`src/rtl/efc_pkg.sv`:
```
`timescale 1ns / 1ps

package efc_pkg;

   localparam int unsigned STACK_DEPTH_DEFAULT = 4;

   localparam int unsigned FLOOR_W  = 2;
   localparam int unsigned FLOORS   = 4;
   localparam int unsigned SEG_W    = 7;
   localparam int unsigned PCOUNT_W = 3;

   typedef logic [FLOOR_W-1:0] floor_type;
   typedef logic [FLOORS-1:0]  floor_mask_type;

   typedef enum logic [1:0] {
      PH_START = 2'd0,
      PH_STAND = 2'd1,
      PH_MOVE  = 2'd2
   } phase_type;

   localparam floor_type TOP_FLOOR = floor_type'(FLOORS - 1);

   // Seven-segment patterns for the digits 0 to 3.
   localparam logic [SEG_W-1:0] SEG_TABLE [FLOORS] = '{
      7'h3F, 7'h06, 7'h5B, 7'h4F
   };

   // Commands from the step logic to the request stack.
   typedef struct packed {
      logic           pop;
      floor_mask_type push_mask;
   } stack_cmd_type;

   typedef struct packed {
      floor_type         current_floor;
      floor_type         target_floor;
      logic              moving;
      logic              going_down;
      floor_mask_type    floor_lamps;
      floor_mask_type    target_lamps;
      logic [SEG_W-1:0]  display_segments;
      logic [PCOUNT_W-1:0] pending_count;
   } rsp_type;

   function automatic floor_mask_type floor_onehot(input floor_type fl);
      floor_onehot = floor_mask_type'(1) << fl;
   endfunction

endpackage

```
`src/rtl/efc_if.sv`:
```
`timescale 1ns / 1ps

interface efc_req_if;
   logic       valid;
   logic       ready;
   logic [3:0] floor_sensors;
   logic [3:0] call_buttons;

   modport source (output valid, output floor_sensors, output call_buttons, input ready);
   modport sink   (input valid, input floor_sensors, input call_buttons, output ready);
endinterface

interface efc_rsp_if;
   logic       valid;
   logic       ready;
   logic [1:0] current_floor;
   logic [1:0] target_floor;
   logic       moving;
   logic       going_down;
   logic [3:0] floor_lamps;
   logic [3:0] target_lamps;
   logic [6:0] display_segments;
   logic [2:0] pending_count;

   modport source (output valid, output current_floor, output target_floor, output moving,
                   output going_down, output floor_lamps, output target_lamps,
                   output display_segments, output pending_count, input ready);
   modport sink   (input valid, input current_floor, input target_floor, input moving,
                   input going_down, input floor_lamps, input target_lamps,
                   input display_segments, input pending_count, output ready);
endinterface

```
`src/rtl/efc_stack.sv`:
```
`timescale 1ns / 1ps

module efc_stack #(
   parameter int unsigned DEPTH = efc_pkg::STACK_DEPTH_DEFAULT
) (
   input  logic                    clock,
   input  logic                    reset,
   input  logic                    enable,
   input  efc_pkg::stack_cmd_type  cmd,
   output efc_pkg::floor_type      top_entry,
   output logic                    not_empty,
   output logic [$clog2(DEPTH+1)-1:0] count_in
);
   import efc_pkg::*;

   localparam int unsigned CW = $clog2(DEPTH + 1);
   localparam int unsigned IW = (DEPTH > 1) ? $clog2(DEPTH) : 1;

   floor_type       entries_ff [DEPTH];
   floor_type       entries_in [DEPTH];
   logic [CW-1:0]   count_ff;
   logic [CW-1:0]   top_index;

   assign not_empty = (count_ff != '0);
   assign top_index = count_ff - CW'(1);
   assign top_entry = entries_ff[top_index[IW-1:0]];

   // Pushes go in ascending floor order; each one lands on the next free
   // slot and is dropped once the stack is full.
   always_comb begin
      logic [CW-1:0] run;
      entries_in = entries_ff;
      run        = count_ff;
      if (cmd.pop && not_empty) begin
         run = count_ff - CW'(1);
      end
      for (int k = 0; k < FLOORS; k++) begin
         if (cmd.push_mask[k] && (run < CW'(DEPTH))) begin
            entries_in[run[IW-1:0]] = floor_type'(k);
            run = run + CW'(1);
         end
      end
      count_in = run;
   end

   always_ff @(posedge clock) begin
      if (reset) begin
         count_ff <= '0;
      end else if (enable) begin
         count_ff <= count_in;
      end
   end

   always_ff @(posedge clock) begin
      if (enable) begin
         entries_ff <= entries_in;
      end
   end

endmodule

```
`src/rtl/efc_step.sv`:
```
`timescale 1ns / 1ps

module efc_step #(
   parameter int unsigned CW = 3
) (
   input  efc_pkg::phase_type      phase,
   input  efc_pkg::floor_type      floor_now,
   input  efc_pkg::floor_type      floor_goal,
   input  efc_pkg::floor_mask_type sensors,
   input  efc_pkg::floor_mask_type buttons,
   input  efc_pkg::floor_type      stack_top,
   input  logic                    stack_not_empty,
   input  logic [CW-1:0]           count_next,
   output efc_pkg::phase_type      phase_next,
   output efc_pkg::floor_type      now_next,
   output efc_pkg::floor_type      goal_next,
   output efc_pkg::stack_cmd_type  cmd,
   output efc_pkg::rsp_type        result
);
   import efc_pkg::*;

   floor_mask_type others;
   logic           btn_found;
   floor_type      btn_floor;
   logic           mv;

   // Button choice while standing: from the top floor the highest lower
   // floor wins, otherwise the lowest floor other than the current one.
   always_comb begin
      others    = buttons & ~floor_onehot(floor_now);
      btn_found = 1'b0;
      btn_floor = '0;
      if (floor_now == TOP_FLOOR) begin
         for (int k = 0; k < FLOORS - 1; k++) begin
            if (others[k]) begin
               btn_found = 1'b1;
               btn_floor = floor_type'(k);
            end
         end
      end else begin
         for (int k = FLOORS - 1; k >= 0; k--) begin
            if (others[k]) begin
               btn_found = 1'b1;
               btn_floor = floor_type'(k);
            end
         end
      end
   end

   always_comb begin
      phase_next    = phase;
      now_next      = floor_now;
      goal_next     = floor_goal;
      cmd.pop       = 1'b0;
      cmd.push_mask = '0;
      case (phase)
         PH_START: begin
            phase_next = PH_STAND;
            now_next   = '0;
            for (int k = FLOORS - 1; k >= 0; k--) begin
               if (sensors[k]) begin
                  now_next = floor_type'(k);
               end
            end
         end
         PH_MOVE: begin
            cmd.push_mask = buttons & ~floor_onehot(floor_goal);
            if (sensors[floor_goal]) begin
               now_next   = floor_goal;
               phase_next = PH_STAND;
            end
         end
         default: begin
            phase_next = PH_STAND;
            cmd.pop    = stack_not_empty;
            // A popped request for the current floor is stale and falls
            // through to the button check.
            if (stack_not_empty && (stack_top != floor_now)) begin
               goal_next  = stack_top;
               phase_next = PH_MOVE;
            end else if (btn_found) begin
               goal_next  = btn_floor;
               phase_next = PH_MOVE;
            end
         end
      endcase
   end

   assign mv = (phase_next == PH_MOVE);

   always_comb begin
      result.current_floor    = now_next;
      result.target_floor     = mv ? goal_next : '0;
      result.moving           = mv;
      result.going_down       = mv && (goal_next < now_next);
      result.floor_lamps      = mv ? '0 : floor_onehot(now_next);
      result.target_lamps     = mv ? floor_onehot(goal_next) : '0;
      result.display_segments = SEG_TABLE[now_next];
      result.pending_count    = PCOUNT_W'(count_next);
   end

endmodule

```
`src/rtl/four_floor_elevator_controller.sv`:
```
`timescale 1ns / 1ps
// An accepted poll beat waits in the input register, then retires through the step
// logic into the result register, which presents it as the result beat.
// Throughput: one poll beat per cycle, held back only when the result beat stalls.
// The state update for a poll is a single registered pass through the step logic.
// Reset (synchronous, active high) returns the controller to its start phase,
// floor 0, no target and an empty request stack; stack entries are not cleared.

module four_floor_elevator_controller #(
   parameter int unsigned STACK_DEPTH = efc_pkg::STACK_DEPTH_DEFAULT
) (
   input  logic            clock,
   input  logic            reset,
   efc_req_if.sink         req,
   efc_rsp_if.source       rsp
);
   import efc_pkg::*;

   localparam int unsigned CW = $clog2(STACK_DEPTH + 1);

   // Input register: holds one poll beat until the step logic can retire it.
   logic           stage_valid_ff;
   floor_mask_type sensors_ff;
   floor_mask_type buttons_ff;

   // Controller state.
   phase_type      phase_ff;
   floor_type      now_ff;
   floor_type      goal_ff;

   // Result register.
   logic           rsp_valid_ff;
   rsp_type        rsp_ff;

   phase_type      phase_in;
   floor_type      now_in;
   floor_type      goal_in;
   stack_cmd_type  cmd;
   rsp_type        rsp_in;
   floor_type      stack_top;
   logic           stack_not_empty;
   logic [CW-1:0]  count_in;
   logic           advance;

   // The staged poll retires into the result register whenever that register
   // is empty or its beat is being taken in this cycle. A new poll beat is
   // taken whenever the stage is empty or retiring, so beats flow back to back.
   assign advance   = stage_valid_ff && (!rsp_valid_ff || rsp.ready);
   assign req.ready = !stage_valid_ff || advance;

   always_ff @(posedge clock) begin
      if (reset) begin
         stage_valid_ff <= 1'b0;
      end else if (req.ready) begin
         stage_valid_ff <= req.valid;
      end
   end

   always_ff @(posedge clock) begin
      if (req.valid && req.ready) begin
         sensors_ff <= req.floor_sensors;
         buttons_ff <= req.call_buttons;
      end
   end

   efc_stack #(
      .DEPTH (STACK_DEPTH)
   ) u_stack (
      .clock     (clock),
      .reset     (reset),
      .enable    (advance),
      .cmd       (cmd),
      .top_entry (stack_top),
      .not_empty (stack_not_empty),
      .count_in  (count_in)
   );

   efc_step #(
      .CW (CW)
   ) u_step (
      .phase           (phase_ff),
      .floor_now       (now_ff),
      .floor_goal      (goal_ff),
      .sensors         (sensors_ff),
      .buttons         (buttons_ff),
      .stack_top       (stack_top),
      .stack_not_empty (stack_not_empty),
      .count_next      (count_in),
      .phase_next      (phase_in),
      .now_next        (now_in),
      .goal_next       (goal_in),
      .cmd             (cmd),
      .result          (rsp_in)
   );

   // State and the result beat move together, once per retired poll.
   always_ff @(posedge clock) begin
      if (reset) begin
         phase_ff     <= PH_START;
         now_ff       <= '0;
         goal_ff      <= '0;
         rsp_valid_ff <= 1'b0;
      end else begin
         if (advance) begin
            phase_ff <= phase_in;
            now_ff   <= now_in;
            goal_ff  <= goal_in;
         end
         if (advance) begin
            rsp_valid_ff <= 1'b1;
         end else if (rsp.ready) begin
            rsp_valid_ff <= 1'b0;
         end
      end
   end

   always_ff @(posedge clock) begin
      if (advance) begin
         rsp_ff <= rsp_in;
      end
   end

   assign rsp.valid            = rsp_valid_ff;
   assign rsp.current_floor    = rsp_ff.current_floor;
   assign rsp.target_floor     = rsp_ff.target_floor;
   assign rsp.moving           = rsp_ff.moving;
   assign rsp.going_down       = rsp_ff.going_down;
   assign rsp.floor_lamps      = rsp_ff.floor_lamps;
   assign rsp.target_lamps     = rsp_ff.target_lamps;
   assign rsp.display_segments = rsp_ff.display_segments;
   assign rsp.pending_count    = rsp_ff.pending_count;

endmodule
```
`src/flat_wrapper.sv`:
```
// flat-port wrapper written by rule: the top's interface ports become plain ports
module four_floor_elevator_controller_flat import efc_pkg::*;
#(
   parameter int unsigned STACK_DEPTH = efc_pkg::STACK_DEPTH_DEFAULT
)
  (clock, reset, req_valid, req_floor_sensors, req_call_buttons, req_ready, rsp_valid, rsp_current_floor, rsp_target_floor, rsp_moving, rsp_going_down, rsp_floor_lamps, rsp_target_lamps, rsp_display_segments, rsp_pending_count, rsp_ready);
  efc_req_if req_i ();
  efc_rsp_if rsp_i ();
  input  logic clock;
  input  logic reset;
  input wire logic [$bits(req_i.valid)-1:0] req_valid;
  input wire logic [$bits(req_i.floor_sensors)-1:0] req_floor_sensors;
  input wire logic [$bits(req_i.call_buttons)-1:0] req_call_buttons;
  output wire logic [$bits(req_i.ready)-1:0] req_ready;
  output wire logic [$bits(rsp_i.valid)-1:0] rsp_valid;
  output wire logic [$bits(rsp_i.current_floor)-1:0] rsp_current_floor;
  output wire logic [$bits(rsp_i.target_floor)-1:0] rsp_target_floor;
  output wire logic [$bits(rsp_i.moving)-1:0] rsp_moving;
  output wire logic [$bits(rsp_i.going_down)-1:0] rsp_going_down;
  output wire logic [$bits(rsp_i.floor_lamps)-1:0] rsp_floor_lamps;
  output wire logic [$bits(rsp_i.target_lamps)-1:0] rsp_target_lamps;
  output wire logic [$bits(rsp_i.display_segments)-1:0] rsp_display_segments;
  output wire logic [$bits(rsp_i.pending_count)-1:0] rsp_pending_count;
  input wire logic [$bits(rsp_i.ready)-1:0] rsp_ready;
  assign req_i.valid = req_valid;
  assign req_i.floor_sensors = req_floor_sensors;
  assign req_i.call_buttons = req_call_buttons;
  assign req_ready = req_i.ready;
  assign rsp_valid = rsp_i.valid;
  assign rsp_current_floor = rsp_i.current_floor;
  assign rsp_target_floor = rsp_i.target_floor;
  assign rsp_moving = rsp_i.moving;
  assign rsp_going_down = rsp_i.going_down;
  assign rsp_floor_lamps = rsp_i.floor_lamps;
  assign rsp_target_lamps = rsp_i.target_lamps;
  assign rsp_display_segments = rsp_i.display_segments;
  assign rsp_pending_count = rsp_i.pending_count;
  assign rsp_i.ready = rsp_ready;
  four_floor_elevator_controller #(.STACK_DEPTH(STACK_DEPTH)) u_core (.clock(clock), .reset(reset), .req(req_i), .rsp(rsp_i));
endmodule
```
`config.mk`:
```
export PLATFORM = sky130hd
export DESIGN_NAME = four_floor_elevator_controller_flat
export DESIGN_NICKNAME = d
export VERILOG_FILES = /design/src/rtl/efc_pkg.sv /design/src/rtl/efc_if.sv /design/src/rtl/efc_stack.sv /design/src/rtl/efc_step.sv /design/src/rtl/four_floor_elevator_controller.sv /design/src/flat_wrapper.sv
export SDC_FILE = /design/constraint.sdc
export NUM_CORES = 1
export LEC_CHECK = 0
export BUFFER_PORTS_ARGS = -buffer_cell sky130_fd_sc_hd__buf_2
export CORE_ASPECT_RATIO = 0.5
export CORE_MARGIN = 1
export CORE_UTILIZATION = 30
export DETAILED_ROUTE_END_ITERATION = 10
export RECOVER_POWER = 25
export SYNTH_ARGS = -nofsm -noshare
export SYNTH_HDL_FRONTEND = slang
export SYNTH_SLANG_ARGS = --single-unit
export TNS_END_PERCENT = 30
```
`constraint.sdc`:
```
create_clock -name clock -period 4 [get_ports clock]
set_input_delay 0.4 -clock clock [delete_from_list [all_inputs] [get_ports clock]]
set_output_delay 0.4 -clock clock [all_outputs]
set_load 0.02 [all_outputs]
```
==> flow_summary.ini, run 1 <==
[clock_tree]
htreeDepth = 2
clock_path_buffers = 2
tritoncts = done
path_clk_slew_ns = 0.07
cts_inserted_buffers = 5
clock-sinks = 48
cts_root_buf = clkbuf_16
clk_latency_ns = 0.29

[critical_path]
critical_path_class = flip-flop to flip-flop
cp-start-kind = flip-flop
r2r-start = u_core.u_stack.count_ff[0]$_SDFFE_PP0P_
worstRegToRegCells = 15
cp_data_required_time_ns = 4.16
reg2reg_to = u_core.u_stack.entries_ff[5]$_DFFE_PP_
slowest_stage = nand4_1
worstPathMaxFanout = 7
slowest_delay_ns = 0.46
r2r_slack_ns = 0.17
endpoint_kind = flip-flop
crit_chain = inv_1, ha_2, nand2b_1, nand2_2, xnor2_2, inv_1, ha_1, mux2_2, ha_1, a31oi_1, nand4_1, nor2_1, nand2_1, a21oi_1, a221o_1
arrival_ns = 3.99

[logic_synthesis]
synthArstFlopShare_pct = 0
synth_seq_cells = 48
syn_area_mm2 = 0.002910
synth-main-ff-cell = edfxtp_1
synthTopCellsByCount = edfxtp_1 (37), nor2_1 (30), nand2_1 (21), inv_1 (15)
yosysWarnings = 0
synth.top_cell.area_share_pct = 38.18
synth_top_area_cell = edfxtp_1
synth_nets = 303
synth-edff-count = 37
netlist_top_cells_area = edfxtp_1 (38%), dfxtp_1 (7.6%), ha_1 (5.2%), nor2_1 (3.9%), nand2_1 (2.7%)
syn_avg_cell_area_um2 = 10.43
synth_cells = 279
ys_seq_area_share_pct = 45.74
yosysMostFrequentCell = edfxtp_1
ys_types = 67

[layout]
layout-drive-gt1-share_pct = 22.98
area_delta_synth_final_pct = 19.99
fillerInstances = 888
n_antenna_cell = 0
nets = 345
final_cell_count_no_fill = 452

[hold_path]
holdCritPathClass = input pin to flip-flop
hp-start = req_floor_sensors[1]
hold_path_depth = 1
holdPathEnd = u_core.sensors_ff[1]$_DFFE_PP_

[routing]
wl_per_cell_um = 14.81
first_pass_iters = 4
wirelength_um = 6692
viasPerCell = 4.980
ant_nets = 0
first_iter_violations = 235
drc = 0
vias = 2251

[run_status]
run_status = finished, final reports clean

[placement]
io_buffers = 36
dp_cells = 439
hpwl_um = 4853
gp_congestion = 0.9403

[pwr]
peakVddDrop_uv = 147.9
p_clk_share_pct = 40.3
power_frac_seq_pct = 43.5
p_comb_share_pct = 16.2
total_power_uw = 1366
powerDensity_mw_per_mm2 = 391.0
switchingPower_uw = 350.2
p_int_uw = 1015
power.leakage_uw = 0.001284
sw_frac_of_total_pct = 25.65

[timing]
clock.fmax_mhz = 260.9
maxSlewViolCount = 0
worst_slew_pin_slew_ns = 1.169
slew_headroom_pct = 21.93
min_period_ns = 3.833
finalHoldViolCount = 0
setup_viol = 0
period_share_pct = 95.81
skew_ns = 0.006341

[global_routing]
grt_overflow = 0
gr-usage-met1_pct = 18.27
grt_pass1_wl_um = 11020
grt_antenna_before_repair = 0
grtUsageMet2_pct = 22.94
use_met3_pct = 3.075
grt_pass1_vias = 2174
grt_usage_pct = 13.85
grt_max_degree = 46
top_usage_layer = met2

[die]
die_h_um = 71.65
start_util_pct = 32.20
dieArea_mm2 = 0.01012
num_rows = 24
fp.dieW_um = 141.3
io_pins = 38
core_mm2 = 0.009039

[flow_run]
maxCapViolCount = 0
-- cell usage in the layout, fill, tap and decap left out, types with 2 or more instances in the layout --
master / n
a211oi_1: 4
a211oi_2: 3
a21boi_0: 2
a21o_1: 2
a21oi_1: 11
a22oi_1: 6
a31oi_1: 2
and2_1: 5
buf_2: 19
buf_4: 13
bufinv_16: 2
clkbuf_1: 17
clkbuf_16: 5
dfxtp_1: 11
edfxtp_1: 37
ha_1: 11
inv_1: 15
inv_2: 3
mux2i_1: 5
mux4_2: 3
nand2_1: 21
nand2b_1: 5
nand3_1: 5
nand3b_1: 2
nand4_1: 2
nor2_1: 29
nor2b_1: 6
nor3_1: 6
nor3_2: 3
nor3b_1: 2
o21a_1: 3
o21ai_0: 11
o21ai_1: 3
o22ai_1: 3
o31ai_1: 2
xnor2_1: 4
-- worst max-delay path by stage --
| stage | from | end | slack (ns) | depth (start not counted) |
|---|---|---|---|---|
| global route | u_core.u_stack.count_ff[0]$_SDFFE_PP0P_ | u_core.u_stack.count_ff[0]$_SDFFE_PP0P_ | -0.04 | 19 |
| finish | u_core.u_stack.count_ff[0]$_SDFFE_PP0P_ | u_core.u_stack.entries_ff[5]$_DFFE_PP_ | 0.17 | 15 |
| detailed placement | u_core.u_stack.count_ff[0]$_SDFFE_PP0P_ | u_core.rsp.pending_count[1]$_DFFE_PP_ | 0.12 | 17 |
| CTS | u_core.u_stack.count_ff[0]$_SDFFE_PP0P_ | u_core.rsp.pending_count[1]$_DFFE_PP_ | 0.08 | 17 |
| floorplan | u_core.u_stack.count_ff[0]$_SDFFE_PP0P_ | u_core.rsp.pending_count[1]$_DFFE_PP_ | 0.05 | 17 |
| global placement | u_core.u_stack.count_ff[0]$_SDFFE_PP0P_ | u_core.rsp.pending_count[1]$_DFFE_PP_ | 0.35 | 17 |
-- cell families after synthesis --
group,Yosys count,synth area share (%)
other,1,0.1289
buffers and inverters,33,5.159
XOR/XNOR,7,3.010
flip-flops,48,45.74
AND/OR/NAND/NOR,99,18.53
multiplexers,10,4.772
adder cells (fa/ha/maj),12,5.159
AO/OA/AOI/OAI,69,17.50
-- metrics by stage --
step / setup TNS (ns) / hold WS [ns] / util [%] / instance area [µm²] / setup WS [ns]
2_1_floorplan: 0 / 0.4778 / - / 2910 / 0.05424
3_3_place_gp: 0 / 0.5008 / 35.91 / 3246 / 0.3470
3_5_place_dp: 0 / 0.5256 / 35.91 / 3246 / 0.1183
4_1_cts: 0 / 0.2745 / 38.05 / 3440 / 0.08493
5_1_grt: -0.03787 / 0.2680 / 38.64 / 3492 / -0.03787
6_report: 0 / 0.2823 / 38.64 / 3492 / 0.1675
-- timing repair --
action | in CTS | in global routing
resized for setup | 0 | 9
setup buffers | 0 | 5
hold endpoints to repair | 0 | 0
setup endpoints to repair | 0 | 5
hold buffers | 0 | 0
-- final cells by class --
class / count / area (µm²) / area share [%]
Clock buffer: 5 / 125.1 / 3.583
Clock inverter: 3 / 68.82 / 1.971
Inverter: 18 / 67.56 / 1.935
Multi-Input combinational cell: 198 / 1469 / 42.06
Sequential cell: 48 / 1331 / 38.12
Tap cell: 130 / 162.7 / 4.658
Timing Repair Buffer: 50 / 267.8 / 7.668
-- worst max-delay path, delay by kind of cell, from the launching register on --
family | cells | cell delay [ns]
flip-flops | 1 | 0.33
AND/OR/NAND/NOR | 5 | 1.17
XOR/XNOR | 1 | 0.21
adder cells (fa/ha/maj) | 3 | 0.74
buffers and inverters | 2 | 0.17
multiplexers | 1 | 0.31
AO/OA/AOI/OAI | 3 | 0.77
-- metal layers --
metal  wire length (µm)  up-vias
li1                   -     1100
met1               3006     1088
met2               3280       55
met3                327        8
met4                 78        0
met5                  0        -
-- sequential cells by signal, indices dropped and copies added (netlist names) --
register / flops
u_core.u_stack.entries_ff: 8
u_core.rsp.target_floor: 2
u_core.u_stack.count_ff: 3
u_core.now_ff: 2
u_core.phase_ff: 2
u_core.rsp.going_down: 1
u_core.rsp.target_lamps: 4
u_core.buttons_ff: 4
u_core.sensors_ff: 4
u_core.rsp.current_floor: 1
u_core.rsp.valid: 1
u_core.rsp.pending_count: 3
u_core.rsp.display_segments: 5
u_core.stage_valid_ff: 1
u_core.rsp.floor_lamps: 4
u_core.goal_ff: 2
u_core.rsp.moving: 1
-- power by group through the flow --
stage	Sequential [µW]	Clock (µW)	Combinational, µW
6_report	594	550	222
5_1_grt	598	585	246
4_1_cts	593	560	216
3_5_place_dp	604	0	215
3_3_place_gp	602	0	209
2_1_floorplan	607	0	151
Power figures use the tool's default switching activity.
==> inputs of run 2 (changes only) <==
==> constraint.sdc (replaced) <==
create_clock -name clock -period 4.7 [get_ports clock]
set_input_delay 0.47 -clock clock [delete_from_list [all_inputs] [get_ports clock]]
set_output_delay 0.47 -clock clock [all_outputs]
set_load 0.02 [all_outputs]
==> run 2 against run 1 <==
Critical path depth grew 4. Worst setup slack gained 0.29 ns. Critical path type unchanged. Final cell count shrank 2.9%. Sequential power shrank 15%. Clock power shrank 35%. Largest cell class unchanged. Power shrank 24%. Hold slack gained 0.068 ns. Fmax shrank 9.7%. Flip-flop and latch count is the same. Sequential share of layout area grew 2.1 points. Non-clock buffer count shrank 13.
==> flow_summary.ini, run 2 (synthesized netlist as in run 1, its figures left out) <==
[hold_path]
hold_path_depth = 1
holdCritPathClass = input pin to flip-flop
hp-start = req_floor_sensors[0]

[pwr]
switchingPower_uw = 290.9
p_int_uw = 745.1
power_frac_seq_pct = 49.0
peakVddDrop_uv = 132.5
total_power_uw = 1036
p_clk_share_pct = 34.4
p_comb_share_pct = 16.6
power.leakage_uw = 0.001197
powerDensity_mw_per_mm2 = 313.3
sw_frac_of_total_pct = 28.08

[timing]
clock.fmax_mhz = 235.5
maxSlewViolCount = 0
finalSetupTns_ns = 0
min_period_ns = 4.246
slew_headroom_pct = 20.07
period_share_pct = 90.33
skew_ns = 0.004530
rsz0062_at_grt = false
finalHoldViolCount = 0
setup_viol = 0
worst_slew_pin_slew_ns = 1.196

[clock_tree]
clock-sinks = 48
clk_latency_ns = 0.29
cts_inserted_buffers = 5
path_clk_slew_ns = 0.07
clock_path_buffers = 2
post_cts_buffers = 0
cts_resized = 0
cts_root_buf = clkbuf_16
hold_buffers = 0
tritoncts = done
htreeDepth = 2

[global_routing]
grt_max_degree = 46
grt_antenna_before_repair = 0
grt_usage_pct = 13.20
grt_overflow = 0
grt_pass1_vias = 2160
grt_pass1_wl_um = 10490

[die]
num_rows = 24
die_h_um = 71.65
io_pins = 38
fp.dieW_um = 141.3
start_util_pct = 32.20
core_mm2 = 0.009039
dieArea_mm2 = 0.01012

[layout]
n_antenna_cell = 0
largest_register_ffs = 8
final_cell_mix = edfxtp_1 (37), nor2_1 (30), nand2_1 (21)
area_delta_synth_final_pct = 13.63
final_cell_count_no_fill = 439
nets = 332
mostFrequentLayoutCell = edfxtp_1
layout-drive-gt1-share_pct = 17.80
largest-register = u_core.u_stack.entries_ff
fillerInstances = 894

[routing]
viasPerCell = 4.970
first_pass_iters = 4
ant_nets = 0
first_iter_violations = 152
wirelength_um = 6337
vias = 2182
drc = 0
wl_per_cell_um = 14.44

[critical_path]
worstPathMaxFanout = 9
worstRegToRegCells = 19
cp_data_required_time_ns = 4.74
endpoint_kind = flip-flop
r2r-start = u_core.u_stack.count_ff[0]$_SDFFE_PP0P_
arrival_ns = 4.28
startpoint = u_core.u_stack.count_ff[0]$_SDFFE_PP0P_
cp-start-kind = flip-flop
critical_path_class = flip-flop to flip-flop

[placement]
hpwl_um = 4677
dp_cells = 431
io_buffers = 36
gp_congestion = 0.9595

[run_status]
run_status = finished, final reports clean

[flow_run]
maxCapViolCount = 0
==> run 2: stage by stage <==
stage	instance area [µm²]	worst slack, ns	hold WS [ns]	utilization, %
6_report	3307	0.4543	0.3499	36.59
5_1_grt	3307	0.1773	0.3423	36.59
4_1_cts	3328	0.4614	0.3475	36.82
3_5_place_dp	3186	0.4924	0.5337	35.24
3_3_place_gp	3186	0.6692	0.5001	35.24
2_1_floorplan	2910	0.7542	0.4778	-
==> run 2: power by group through the flow <==
stage | clock, µW | combinational (µW) | sequential (µW)
after CTS | 361 | 175 | 506
final | 357 | 172 | 507
after global routing | 383 | 191 | 510
after floorplan | 0 | 128 | 516
after detailed placement | 0 | 174 | 516
after global placement | 0 | 168 | 515
==> run 2: cell type report <==
type	instances	area, µm²	area share [%]
repair buffers	37	166.4	5.032
inverters	18	67.56	2.043
multi-input cells	198	1436	43.44
flip-flops and latches	48	1331	40.26
clock buffers	5	125.1	3.784
well taps	130	162.7	4.919
clock inverters	3	17.52	0.5297
==> run 2: final timing paths <==
kind / endpoint / slack, ns
max reg2reg: u_core.rsp.pending_count[1]$_DFFE_PP_ / 0.45
min: u_core.sensors_ff[0]$_DFFE_PP_ / 0.35
min reg2reg: u_core.stage_valid_ff$_SDFFE_PP0N_ / 0.54
max: u_core.rsp.pending_count[1]$_DFFE_PP_ / 0.45
==> run 2: routing by layer <==
layer	GRT usage, %	up-vias	wire, µm
met3	2.072	9	276
met5	0	-	0
li1	-	1065	-
met1	16.83	1052	2880
met4	4.469	0	68
met2	23.10	56	3112
==> run 2: critical path, cell delays in order, from the launching register on <==
cell and delay [ns]:
dfxtp_1 0.40, inv_1 0.13, ha_1 0.23, nand2b_1 0.11
nand2_2 0.11, xnor2_2 0.16, buf_4 0.18, inv_1 0.07
ha_1 0.24, o21a_1 0.14, a211oi_2 0.42, nand2_1 0.09
o221a_2 0.34, ha_1 0.21, a21o_1 0.17, nand2_1 0.07
nand4_2 0.28, nor2_1 0.26, mux2i_1 0.31, nand2_1 0.08
